[src/tccw_pkg.sv]
// ----------------------------------------------------------------------------
// tccw_pkg
// Shared types and constants of the text console cell writer: request codes,
// decoded command word and character codes.
// ----------------------------------------------------------------------------
package tccw_pkg;

    typedef enum logic [1:0] {
        REQ_PUT   = 2'd0,
        REQ_CLEAR = 2'd1,
        REQ_SET   = 2'd2,
        REQ_READ  = 2'd3
    } req_t;

    typedef enum logic [3:0] {
        CMD_PRINT,
        CMD_BS,
        CMD_TAB,
        CMD_CR,
        CMD_LF,
        CMD_NOP,
        CMD_CLEAR,
        CMD_SET,
        CMD_READ
    } cmd_kind_t;

    typedef struct packed {
        cmd_kind_t   kind;
        logic [7:0]  ch;
        logic [6:0]  set_col;
        logic [4:0]  set_row;
        logic [10:0] read_idx;
        logic        read_ok;
    } cmd_t;

    localparam logic [7:0]  CH_BS      = 8'h08;
    localparam logic [7:0]  CH_TAB     = 8'h09;
    localparam logic [7:0]  CH_LF      = 8'h0A;
    localparam logic [7:0]  CH_CR      = 8'h0D;
    localparam logic [7:0]  CH_SPACE   = 8'h20;
    localparam logic [7:0]  CH_DEL     = 8'h7F;
    localparam logic [15:0] RESET_CELL = 16'h0720;
    localparam logic [7:0]  ATTR_RESET = 8'h07;

    localparam int IN_DATA_W  = 32;
    localparam int OUT_DATA_W = 40;

endpackage

[src/tccw_front.sv]
// ----------------------------------------------------------------------------
// tccw_front
// Input side: accept request words and decode them into commands, with the
// cursor clamp and read range check done up front.
// ----------------------------------------------------------------------------
module tccw_front
    import tccw_pkg::*;
#(
    parameter int COLS = 80,
    parameter int ROWS = 25
)
(
    input  logic                 s_tvalid,
    output logic                 s_tready,
    input  logic [IN_DATA_W-1:0] s_tdata,   // char_code, set_col, set_row, cell_index
    input  logic [1:0]           s_tuser,   // req_type
    input  logic                 queue_ready,
    input  logic                 init_done,
    output logic                 push,
    output cmd_t                 push_cmd
);

    localparam int CELLS = ROWS * COLS;
    localparam logic [6:0] COL_MAX = 7'(COLS - 1);
    localparam logic [4:0] ROW_MAX = 5'(ROWS - 1);

    logic [7:0]  char_code;
    logic [6:0]  set_col;
    logic [4:0]  set_row;
    logic [10:0] cell_index;

    assign char_code  = s_tdata[7:0];
    assign set_col    = s_tdata[14:8];
    assign set_row    = s_tdata[19:15];
    assign cell_index = s_tdata[30:20];

    assign s_tready = queue_ready && init_done;
    assign push     = s_tvalid && s_tready;

    always_comb
    begin
        push_cmd.ch       = char_code;
        push_cmd.set_col  = (set_col > COL_MAX) ? COL_MAX : set_col;
        push_cmd.set_row  = (32'(set_row) > ROWS - 1) ? ROW_MAX : set_row;
        push_cmd.read_idx = cell_index;
        push_cmd.read_ok  = 32'(cell_index) < CELLS;
        push_cmd.kind     = CMD_NOP;
        unique case (req_t'(s_tuser))
            REQ_PUT:
            begin
                if (char_code == CH_BS)
                    push_cmd.kind = CMD_BS;
                else if (char_code == CH_TAB)
                    push_cmd.kind = CMD_TAB;
                else if (char_code == CH_CR)
                    push_cmd.kind = CMD_CR;
                else if (char_code == CH_LF)
                    push_cmd.kind = CMD_LF;
                else if (char_code >= CH_SPACE && char_code <= CH_DEL)
                    push_cmd.kind = CMD_PRINT;
                else
                    push_cmd.kind = CMD_NOP;
            end
            REQ_CLEAR: push_cmd.kind = CMD_CLEAR;
            REQ_SET:   push_cmd.kind = CMD_SET;
            REQ_READ:  push_cmd.kind = CMD_READ;
        endcase
    end

endmodule

[config.mk]
export PLATFORM = sky130hd
export DESIGN_NAME = tccw_front
export DESIGN_NICKNAME = d
export VERILOG_FILES = /design/src/tccw_pkg.sv /design/src/tccw_front.sv
export SDC_FILE = /design/constraint.sdc
export NUM_CORES = 1
export LEC_CHECK = 0
export ABC_AREA = 0
export BUFFER_PORTS_ARGS = -buffer_cell sky130_fd_sc_hd__buf_2
export CORE_UTILIZATION = 29
export DETAILED_ROUTE_END_ITERATION = 16
export PLACE_DENSITY = 0.86
export SETUP_SLACK_MARGIN = 0.05
export SKIP_LAST_GASP = 1
export SLEW_MARGIN = 5
export SYNTH_ARGS = -nofsm -noshare
export SYNTH_HDL_FRONTEND = slang
export SYNTH_SLANG_ARGS = --single-unit
[constraint.sdc]
create_clock -name vclk -period 1.25
set_input_delay 0.125 -clock vclk [all_inputs]
set_output_delay 0.125 -clock vclk [all_outputs]
set_load 0.02 [all_outputs]
==> impl_results.md <==
- Switching pwr: ~0.00016 W
- Max IR drop VDD: about 190 uV
- Register area share after synthesis: 0%
- Global Route Usage Sum: 14.8%
- Final HPWL DP: ~1100 um
- CP arrival: about 1.2 ns
- Net Count, Synth: just under 100
- Switching share of total power: between 50% and 60%
- Non-filler cells, final: 122
- Average routed wire per standard cell: 9.78 um
- Leak: ~0.42 nW
- Power per cell area: 420 nW/um2
- Library cells used by synthesis: 23
- ANT cells: 0
- Routed via count: 557
- Initial antenna violation count: 0
- First-pass GRT wire length: 1740 um
- Worst slew pin tran: 0.318 ns
- Sequential cells: 0
- Area after DPL: 659 um2
- Largest net degree at the start of global routing: 6
- Post-layout minimum cycle time: 1.36 ns
- Initial DRC Count: 4
- GR Util met2: 34.9%
- Max Transition Viols Final: 0
- Post-Syn Area: 430 um2
- Final wirelength: 1190 um
- Synth warn: 0
- Top-area cell type share of the netlist area: about a third
- # DRC: 0
- Fin. Hold Viols: 0
- Layout cell share with drive strength beyond 1: 71.0%
- Area Overhead vs Synth: 64.8%
- Post-Route Setup TNS: -0.203 ns
- Top cells by area, synth: buf_4 33%, ha_1 8.7%, nand2b_1 8.7%
- Met1 Use GR: approximately 13%
- Via-to-Cell Ratio: roughly 4.6
- Register area: 0 um2
- Vias in the first global route: 479
- # fillers: 149
- Drt first pass iters: 4
- Flop pwr share: 0%
- Hold Crit Class: in -> out
- Chip Width: 40.5 um
- Gpl congestion: 0.728
- # nets final: 149
- Clk pwr share: 0%
- Initial Util: 32.3%
- Largest family of logic cells by synthesized area: buffers and inverters
- Chip height: slightly above 40 um
- CP Max Fanout: 2
- Setup CP Type: in -> out
- Finish-stage setup viols: 2
- Final period utilization: 109%
- Max-cap violations: 0
- Post-route cell area: 709 um2
- CP required: 1.12 ns
- Number of primary I/O pins: 75
- Postcts setup bufs: 0
- Num rows: 13
- Post-Synth Simple-Gate Area: 31.7%
- Final worst setup slack: -0.109 ns
- CLK BUF: 0
- RSZ-0062 raised after global routing: true
- Post-synthesis adder-cell area fraction: about 8.7%
- Share of synthesized area spent on multiplexers: 0%
- Nature of the critical path endpoint: output port
- Compound-Gate Fraction of Synth Area: 18.3%
- Post-route ant nets: 0
- Post-synthesis area per instance: 7.30 um2
- Fmax: 0.736 GHz
- IO buf count: 66
- Placed insts: 122
- Met3 GRT Util: 0.556%
- Synth area leader: buf_4
- Post-Syn Instances: ~60
- XOR/XNOR share of the synthesized area: ~2.0%
- Outcome: finished, violations left
- Global route overflow: 0
- GRT Max-Usage Layer: met2
- Logic pwr share: 100.0%
- Failing checks: negative setup slack
- Internal Power: between 0.0001 and 0.00015 W
- Core area: 1330 um2
- CP Launch Type: input port
- Slew headroom: 78.6%
- Tot Pwr: 0.000298 W
- Die ar.: 1640 um2
[Yosys cell counts (all sizes together)]
library cell and instances:
o21bai 1, nand2 1, nor4b 1, and2 4
a211oi 1, or3b 1, o2111ai 1, a2111oi 1
nor2b 3, a41o 1, or4 1, inv 4
buf 19, nand2b 6, nand4 1, xnor2 1
o21ai 2, and3 2, o211ai 1, nor2 1
ha 3, clkbuf 3
[cells by family after synthesis]
logic type,count (synthesis)
buffers and inverters,26
adder cells (fa/ha/maj),3
XOR/XNOR,1
AND/OR/NAND/NOR,21
AO/OA/AOI/OAI,8
[metrics by stage]
step,hold WS [ns],setup slack (ns),utilization [%]
floorplan,0.328,0.0740,-
global placement,0.250,-0.118,49.4
detailed placement,0.250,-0.146,49.4
CTS,0.250,-0.112,51.7
global route,0.250,-0.144,53.2
finish,0.250,-0.109,53.2
[layer usage]
layer	routed length, um	vias up
li1	-	274
met1	363	239
met2	666	40
met3	146	4
met4	16	0
met5	0	-
[path summary, 6_finish.rpt]
kind | cells after the start | end | from | slack (ns)
setup / recovery | 5 | push_cmd[34] | s_tdata[4] | -0.11
hold / removal | 0 | push_cmd[4] | s_tdata[23] | 0.25
[placed cells by master, fill, tap and decap left out]
| cell | instances |
|---|---|
| xnor2_1 | 1 |
| nand2_1 | 1 |
| a41o_1 | 1 |
| ha_1 | 3 |
| buf_2 | 61 |
| or4_4 | 1 |
| nor2_1 | 1 |
| nand2b_1 | 6 |
| nor2b_1 | 2 |
| o21ai_0 | 1 |
| nand4_1 | 1 |
| or3b_1 | 1 |
| o211ai_1 | 1 |
| a2111oi_4 | 1 |
| nor4b_2 | 1 |
| a211oi_2 | 1 |
| and2_1 | 4 |
| o21ai_1 | 1 |
| nor2b_4 | 1 |
| o2111ai_1 | 1 |
| and3_1 | 2 |
| inv_1 | 4 |
| buf_6 | 5 |
| o21bai_2 | 1 |
| buf_4 | 4 |
[power groups by stage]
stage,registers [W],logic (W),clock network [W]
2_1_floorplan,0,0.000197,0
3_3_place_gp,0,0.000272,0
3_5_place_dp,0,0.000277,0
4_1_cts,0,0.000290,0
5_1_grt,0,0.000326,0
6_report,0,0.000298,0
[what timing repair did]
item | CTS | global route
hold buffers | 0 | 0
endpoints found under the hold margin | 0 | 0
pin swaps | 0 | 1
setup endpoints to repair | 3 | 3
resized for setup | 6 | 5
[critical path: stages]
cell and delay (ns):
buf_6 0.09, or4_4 0.56, a2111oi_4 0.22, o21bai_2 0.11, buf_6 0.13
[layout make-up]
class                      count  area [um2]  share of cell area [%]
timing repair buffer          70         392                    55.2
multi-input combinational     33         284                    40.0
inverter                       4        15.0                    2.12
tap                           15        18.8                    2.65
Power figures use the tool's default switching activity.
