## config.mk

```make
export PLATFORM = sky130hd
export DESIGN_NAME = tccw_queue
export DESIGN_NICKNAME = d
export VERILOG_FILES = /design/src/tccw_pkg.sv /design/src/tccw_queue.sv
export SDC_FILE = /design/constraint.sdc
export NUM_CORES = 1
export LEC_CHECK = 0
export BUFFER_PORTS_ARGS = -buffer_cell sky130_fd_sc_hd__buf_2
export CAP_MARGIN = 20
export CORE_MARGIN = 2
export CORE_UTILIZATION = 25
export CTS_CLUSTER_DIAMETER = 50
export CTS_CLUSTER_SIZE = 14
export DETAILED_ROUTE_END_ITERATION = 6
export SLEW_MARGIN = 20
export SYNTH_ARGS = -nofsm -noshare
export SYNTH_HDL_FRONTEND = slang
export SYNTH_SLANG_ARGS = --single-unit
export TNS_END_PERCENT = 100
```

## constraint.sdc

```tcl
create_clock -name clk -period 2.1 [get_ports clk]
set_clock_uncertainty 0.2 [all_clocks]
set_input_delay 0.42 -clock clk [delete_from_list [all_inputs] [get_ports clk]]
set_output_delay 0.42 -clock clk [all_outputs]
set_load 0.005 [all_outputs]
```

## src/tccw_pkg.sv

```systemverilog
// ----------------------------------------------------------------------------
// tccw_pkg
// Shared types and constants of the text console cell writer: request codes,
// decoded command word and character codes.
// ----------------------------------------------------------------------------
package tccw_pkg;

    typedef enum logic [1:0] {
        REQ_PUT   = 2'd0,
        REQ_CLEAR = 2'd1,
        REQ_SET   = 2'd2,
        REQ_READ  = 2'd3
    } req_t;

    typedef enum logic [3:0] {
        CMD_PRINT,
        CMD_BS,
        CMD_TAB,
        CMD_CR,
        CMD_LF,
        CMD_NOP,
        CMD_CLEAR,
        CMD_SET,
        CMD_READ
    } cmd_kind_t;

    typedef struct packed {
        cmd_kind_t   kind;
        logic [7:0]  ch;
        logic [6:0]  set_col;
        logic [4:0]  set_row;
        logic [10:0] read_idx;
        logic        read_ok;
    } cmd_t;

    localparam logic [7:0]  CH_BS      = 8'h08;
    localparam logic [7:0]  CH_TAB     = 8'h09;
    localparam logic [7:0]  CH_LF      = 8'h0A;
    localparam logic [7:0]  CH_CR      = 8'h0D;
    localparam logic [7:0]  CH_SPACE   = 8'h20;
    localparam logic [7:0]  CH_DEL     = 8'h7F;
    localparam logic [15:0] RESET_CELL = 16'h0720;
    localparam logic [7:0]  ATTR_RESET = 8'h07;

    localparam int IN_DATA_W  = 32;
    localparam int OUT_DATA_W = 40;

endpackage

```

## src/tccw_queue.sv

```systemverilog
// ----------------------------------------------------------------------------
// tccw_queue
// Two-entry command queue between the decode front and the execution back.
// ----------------------------------------------------------------------------
module tccw_queue
    import tccw_pkg::*;
(
    input  logic clk,
    input  logic rst_n,
    input  logic push,
    input  cmd_t push_cmd,
    output logic push_ready,
    input  logic pop,
    output logic pop_valid,
    output cmd_t pop_cmd
);

    cmd_t       entry_reg [2];
    logic       wr_ptr_reg;
    logic       wr_ptr_next;
    logic       rd_ptr_reg;
    logic       rd_ptr_next;
    logic [1:0] count_reg;
    logic [1:0] count_next;

    assign push_ready = count_reg != 2'd2;
    assign pop_valid  = count_reg != 2'd0;
    assign pop_cmd    = entry_reg[rd_ptr_reg];

    always_comb
    begin
        wr_ptr_next = wr_ptr_reg ^ push;
        rd_ptr_next = rd_ptr_reg ^ pop;
        count_next  = count_reg + 2'(push) - 2'(pop);
    end

    always_ff @(posedge clk)
    begin
        if (push)
            entry_reg[wr_ptr_reg] <= push_cmd;
    end

    always_ff @(posedge clk or negedge rst_n)
    begin
        if (!rst_n)
        begin
            wr_ptr_reg <= 1'b0;
            rd_ptr_reg <= 1'b0;
            count_reg  <= 2'd0;
        end
        else
        begin
            wr_ptr_reg <= wr_ptr_next;
            rd_ptr_reg <= rd_ptr_next;
            count_reg  <= count_next;
        end
    end

endmodule

```

==> results.cfg, run 1 <==
[outcome]
outcome = complete, no violations

[finish]
area_growth_syn_to_layout_pct = 29.1
insertedDiodeCount = 0
largest_register_ffs = 72
n_fill_cell = 1110
drive_gt1_share_pct = 60.3
final_nets = 263
fin_util_pct = 33.3
postLayoutCellArea_mm2 = 0.00382

[cts]
cts.sinks = 76
path_clk_slew_ns = 0.06
cts_root_buffer = clkbuf_16
cts_tree = done
numCtsBuffers = 9
h-tree-depth = 3
cts_buffer_depth = 2
clock_latency_ns = 0.33

[floorplanning]
core-area_mm2 = 0.0115
pin_count = 78
rows = 39
die_area_mm2 = 0.0127
die_x_um = 113
initial_core_util_pct = 25.8
die_h_um = 113

[place]
place_congestion = 0.576
postPlaceCellArea_mm2 = 0.00351
io_buffers = 77
dp_hpwl_um = 3480

[worst_setup_path]
critPathTopFamily = flip-flops
endpoint = pop_cmd[4]
worstPathArrival_ns = 1.43
cp-start-kind = register
cp-end-kind = output pin
r2r_end = entry_reg[0][23]
rr_startpoint = wr_ptr_reg
cp_cell_sequence = buf_12 > mux2_2 > buf_2
reg2reg_slack_ns = 0.64
cp.buffers_inverters = 2
required_ns = 1.48
worstPathMaxFanout = 24
startpoint = rd_ptr_reg
slowest_delay_ns = 0.39
reg2regPathDepth = 3
crit_cells = 3
slowest_stage = dfrtp_2
critPathKind = reg -> out

[detailed_routing]
route.detailed.drc = 0
via_count = 1453
first_iter_violations = 62
wl_um = 5270
drtAntennaViolNets = 0
via_per_inst = 3.96
routedWlPerCell_um = 14.3
drt_first_pass_iters = 4

[timing]
tightest_slew_ns = 0.342
drv_slew = 0
min_period_over_period_pct = 97.4
fmax_ghz = 0.489
rsz0062_at_grt = yes
hold_viol = 0
final-setup-viol-count = 0
period_needed_ns = 2.05
tns_ns = 0
max-slew-margin-rel_pct = 77.2

[synth]
synth.distinct_cells = 12
synth_nets = 172
synth_edf_count = 72
synth-main-ff-cell = edfxtp_1
synth_common_cells = edfxtp_1, mux2_4, mux2_2
syn_avg_cell_area_um2 = 23.1
ys_seq_area_share_pct = 76.5
synth-async-reset-ratio_pct = 5.26
synthMostInstantiatedCell = edfxtp_1
synth_area_mm2 = 0.00296
synth_top_area_share_pct = 73.1
synth_area_leader_cell = edfxtp_1
yosysWarnings = 0
synth_cells = 128
synth.area.top_cells = edfxtp_1, mux2_4, dfrtp_1
synth-seq-cells = 76

[global_route]
grt_pass1_vias = 1560
grt_overflow = 0
grt_max_degree = 25
antenna_found_initial = 0
grt_use_total_pct = 8.99
grt_pass1_wl_um = 8140

[power_and_ir_drop]
ir_drop_mv = 0.496
power_density_mw_per_mm2 = 1320
power.leakage_uw = 0.00155

[hold_path]
holdCritPathClass = in -> reg

[job]
max-cap-violations = 0
[layer usage]
metal	share of wire, %	global-route usage [%]	vias to the layer above
met5	0	0	-
met4	2.0	4.15	0
met3	8.7	5.25	11
met2	49	13.9	52
met1	40	9.98	714
li1	-	-	676
[power breakdown]
group	internal [µW]	total [µW]	leakage (µW)	switching (µW)
clock	916	1460	0.000138	540
sequential	2020	2110	0.000721	89.6
combinational	845	1490	0.000693	641
[area by class of cell]
class                           instances  area (µm²)  area share [%]
Timing Repair Buffer                   84         457            12.0
Clock inverter                          3        40.0            1.05
Tap cell                              143         179            4.68
Sequential cell                        76        2260            59.3
Inverter                                4        15.0           0.393
Clock buffer                           13         240            6.29
Multi-Input combinational cell         44         626            16.4
[cell usage in the layout (no fill, tap or decap)]
cell / n
clkinv_2: 2
or2_2: 1
buf_6: 1
mux2_2: 4
dfrtp_1: 3
bufinv_16: 1
buf_4: 4
edfxtp_1: 72
xor2_1: 1
clkbuf_1: 4
nand2b_1: 1
xor3_1: 1
mux2_4: 32
buf_2: 77
dfrtp_2: 1
inv_1: 4
ha_1: 2
clkbuf_16: 9
buf_12: 1
dlygate4sd3_1: 1
ha_2: 2
[worst reg2reg max path, cell delays in order (launching register included)]
cell	delay (ns)
dfrtp_1	0.38
inv_1	0.06
ha_2	0.16
buf_4	0.32
[logic make-up after synthesis]
| kind of cell | count (synthesis) | synth area share [%] |
|---|---|---|
| flops | 76 | 76.5 |
| mux | 36 | 17.4 |
| simple gates | 2 | 0.423 |
| fa+ha+maj | 4 | 1.69 |
| buf+inv | 8 | 2.92 |
| xor+xnor | 2 | 1.10 |
[worst min-delay path by stage]
stage	startpoint	endpoint	slack [ns]	cells past startpoint
2_1_floorplan	rst_n	count_reg[0]	-0.08	0
3_3_place_gp	rst_n	count_reg[0]	0.03	1
5_1_grt	push_cmd[10]	entry_reg[1][10]	0.05	1
6_report	push_cmd[10]	entry_reg[1][10]	0.07	1
3_5_place_dp	rst_n	count_reg[0]	0.04	1
4_1_cts	push_cmd[10]	entry_reg[1][10]	0.05	1
[through the flow]
| stage | cells | power [µW] | hold slack (ns) | setup WS, ns |
|---|---|---|---|---|
| 6_report | 367 | 5060 | 0.0714 | 0.0549 |
| 5_1_grt | 367 | 5350 | 0.0541 | -0.0236 |
| 4_1_cts | 367 | 5150 | 0.0500 | 0.00134 |
| 3_5_place_dp | 350 | 3650 | 0.0359 | 0.376 |
| 3_3_place_gp | 350 | 3620 | 0.0340 | 0.387 |
| 2_1_floorplan | 128 | 3180 | -0.0756 | 0.163 |
[repair_timing]
action	CTS	global route
gates resized for setup	0	4
buffers inserted	0	0
hold buffers	1	0
hold endpoints to repair	4	0
setup endpoints to repair	0	17
No activity file was read; power rests on OpenSTA's default activity.
==> run 2, diff against run 1 <==
--- a/config.mk
+++ b/config.mk
@@ -9,9 +9,12 @@
 export CAP_MARGIN = 20
 export CORE_MARGIN = 2
 export CORE_UTILIZATION = 25
+export CTS_BUF_LIST = sky130_fd_sc_hd__clkbuf_8
 export CTS_CLUSTER_DIAMETER = 50
 export CTS_CLUSTER_SIZE = 14
 export DETAILED_ROUTE_END_ITERATION = 6
+export HOLD_SLACK_MARGIN = 0.06
+export REMOVE_ABC_BUFFERS = 1
 export SLEW_MARGIN = 20
 export SYNTH_ARGS = -nofsm -noshare
 export SYNTH_HDL_FRONTEND = slang
==> run 2 against run 1 <==
Compared with the run above: via count grew 8.1%; total power shrank 6.2%; clock-buffer cell count shrank 4; global-route usage shrank 0.21 points; critical path depth is the same; worst setup slack gained 0.015 ns; fmax grew 0.72%; cell area grew 7.7%; combinational power grew 7%; highest routed layer unchanged.
==> results.cfg, run 2 (synthesis results as in run 1) <==
[global_route]
grt_pass1_wl_um = 8260
antenna_found_initial = 0
grt_overflow = 0
grt_max_degree = 37
grt_pass1_vias = 1715
grt_use_total_pct = 8.78

[timing]
drv_slew = 0
tightest_slew_ns = 0.222
min_period_over_period_pct = 96.7
period_needed_ns = 2.03
max-slew-margin-rel_pct = 85.2
hold_viol = 0
fmax_ghz = 0.492
rsz0062_at_grt = no
final-setup-viol-count = 0

[detailed_routing]
first_iter_violations = 56
drtAntennaViolNets = 0
route.detailed.drc = 0
routedWlPerCell_um = 13.3
drt_first_pass_iters = 4
wl_um = 5340
via_count = 1571
via_per_inst = 3.92

[finish]
area_growth_syn_to_layout_pct = 39.1
largest_register_ffs = 72
insertedDiodeCount = 0
layout_common_cells = buf_2, edfxtp_1, dlygate4sd3_1
drive_gt1_share_pct = 51.6
final_common_cell = buf_2
final_nets = 297
fin_cells = 401

[worst_setup_path]
critPathKind = reg -> out
reg2regPathDepth = 5
cp_cell_sequence = buf_12 > mux2_4 > buf_2
cp-start-kind = register
cp-end-kind = output pin
slowest_delay_ns = 0.44
worstPathArrival_ns = 1.41
rr_startpoint = count_reg[0]
slowest_stage = dfrtp_2
startpoint = rd_ptr_reg
required_ns = 1.48
worstPathMaxFanout = 18

[cts]
h-tree-depth = 3
path_clk_slew_ns = 0.08
cts.sinks = 76
cts_root_buffer = clkbuf_8
cts_buffer_depth = 2
numCtsBuffers = 9
cts_tree = done
clock_latency_ns = 0.34

[power_and_ir_drop]
power_density_mw_per_mm2 = 1150
power.leakage_uw = 0.00167
ir_drop_mv = 0.565
total_power_uw = 4740

[place]
dp_hpwl_um = 3390
place_congestion = 0.626
dp_cells = 348
io_buffers = 77

[floorplanning]
die_x_um = 113
rows = 39
die_h_um = 113
pin_count = 78
die_area_mm2 = 0.0127
initial_core_util_pct = 25.8
core-area_mm2 = 0.0115

[outcome]
outcome = complete, no violations

[hold_path]
holdCritPathClass = in -> reg
hold_depth = 1
min_from = push_cmd[24]

[job]
max-cap-violations = 0
## run 2: changes by cell type in the layout (fill, tap and decap cells not counted)
cell,change
clkbuf_8,+9
buf_12,+3
clkinv_2,-1
clkbuf_16,-9
clkbuf_1,-4
clkinv_1,+4
buf_4,-4
mux2_2,-4
dlygate4sd3_1,+36
clkinvlp_4,+1
buf_6,-1
mux2_4,+4
## run 2: cell type report
class,count,area (µm²)
multi-input combinational,44,641
fill,1116,7350
sequential,76,2260
clock inverter,7,57.6
inverter,4,15.0
timing repair buffer,118,836
tap,143,179
clock buffer,9,124
## run 2: critical path: cells and delay by family (launching register included)
family / cells / cell delay (ns)
buffers and inverters: 2 / 0.30
flip-flops: 1 / 0.44
multiplexers: 1 / 0.31
## run 2: metrics by stage
stage / cell area [µm²] / utilization, % / hold slack [ns] / TNS (ns) / setup slack (ns)
3_5_place_dp: 3540 / 30.8 / 0.0348 / 0 / 0.399
2_1_floorplan: 2890 / - / -0.0756 / -10.07 / -0.346
3_3_place_gp: 3540 / 30.8 / 0.0310 / 0 / 0.415
5_1_grt: 4120 / 35.9 / 0.0652 / 0 / 0.00849
4_1_cts: 4090 / 35.7 / 0.0687 / 0 / 0.00686
6_report: 4120 / 35.9 / 0.0875 / 0 / 0.0695
## run 2: final timing paths
path / slack, ns / end
min in group asynchronous: 0.21 / wr_ptr_reg
hold / removal: 0.09 / entry_reg[0][24]
max in group asynchronous: 1.35 / rd_ptr_reg
hold reg to reg: 0.43 / wr_ptr_reg
setup / recovery: 0.07 / pop_cmd[28]
setup reg to reg: 0.70 / count_reg[1]
## run 2: per-layer routing
metal / GRT usage (%) / up-vias / share of wire (%)
li1: - / 744 / -
met1: 9.51 / 767 / 41
met2: 14.9 / 48 / 50
met3: 2.84 / 12 / 5.9
met4: 5.37 / 0 / 2.6
met5: 0 / - / 0
## run 2: timing repair
item                                   4_1_cts  5_1_grt
setup buffers                                0        0
hold buffers                                37        0
resized for setup                            1        6
endpoints found under the hold margin       75        0
cloned                                       0        0
setup endpoints to repair                    1        6
## run 2: report_power, final
part	internal (µW)	switching (µW)	total (µW)	leakage [µW]
registers	2020	91.2	2110	0.000721
logic	945	651	1600	0.000861
clock network	530	506	1040	0.0000892
total	3490	1250	4740	0.00167
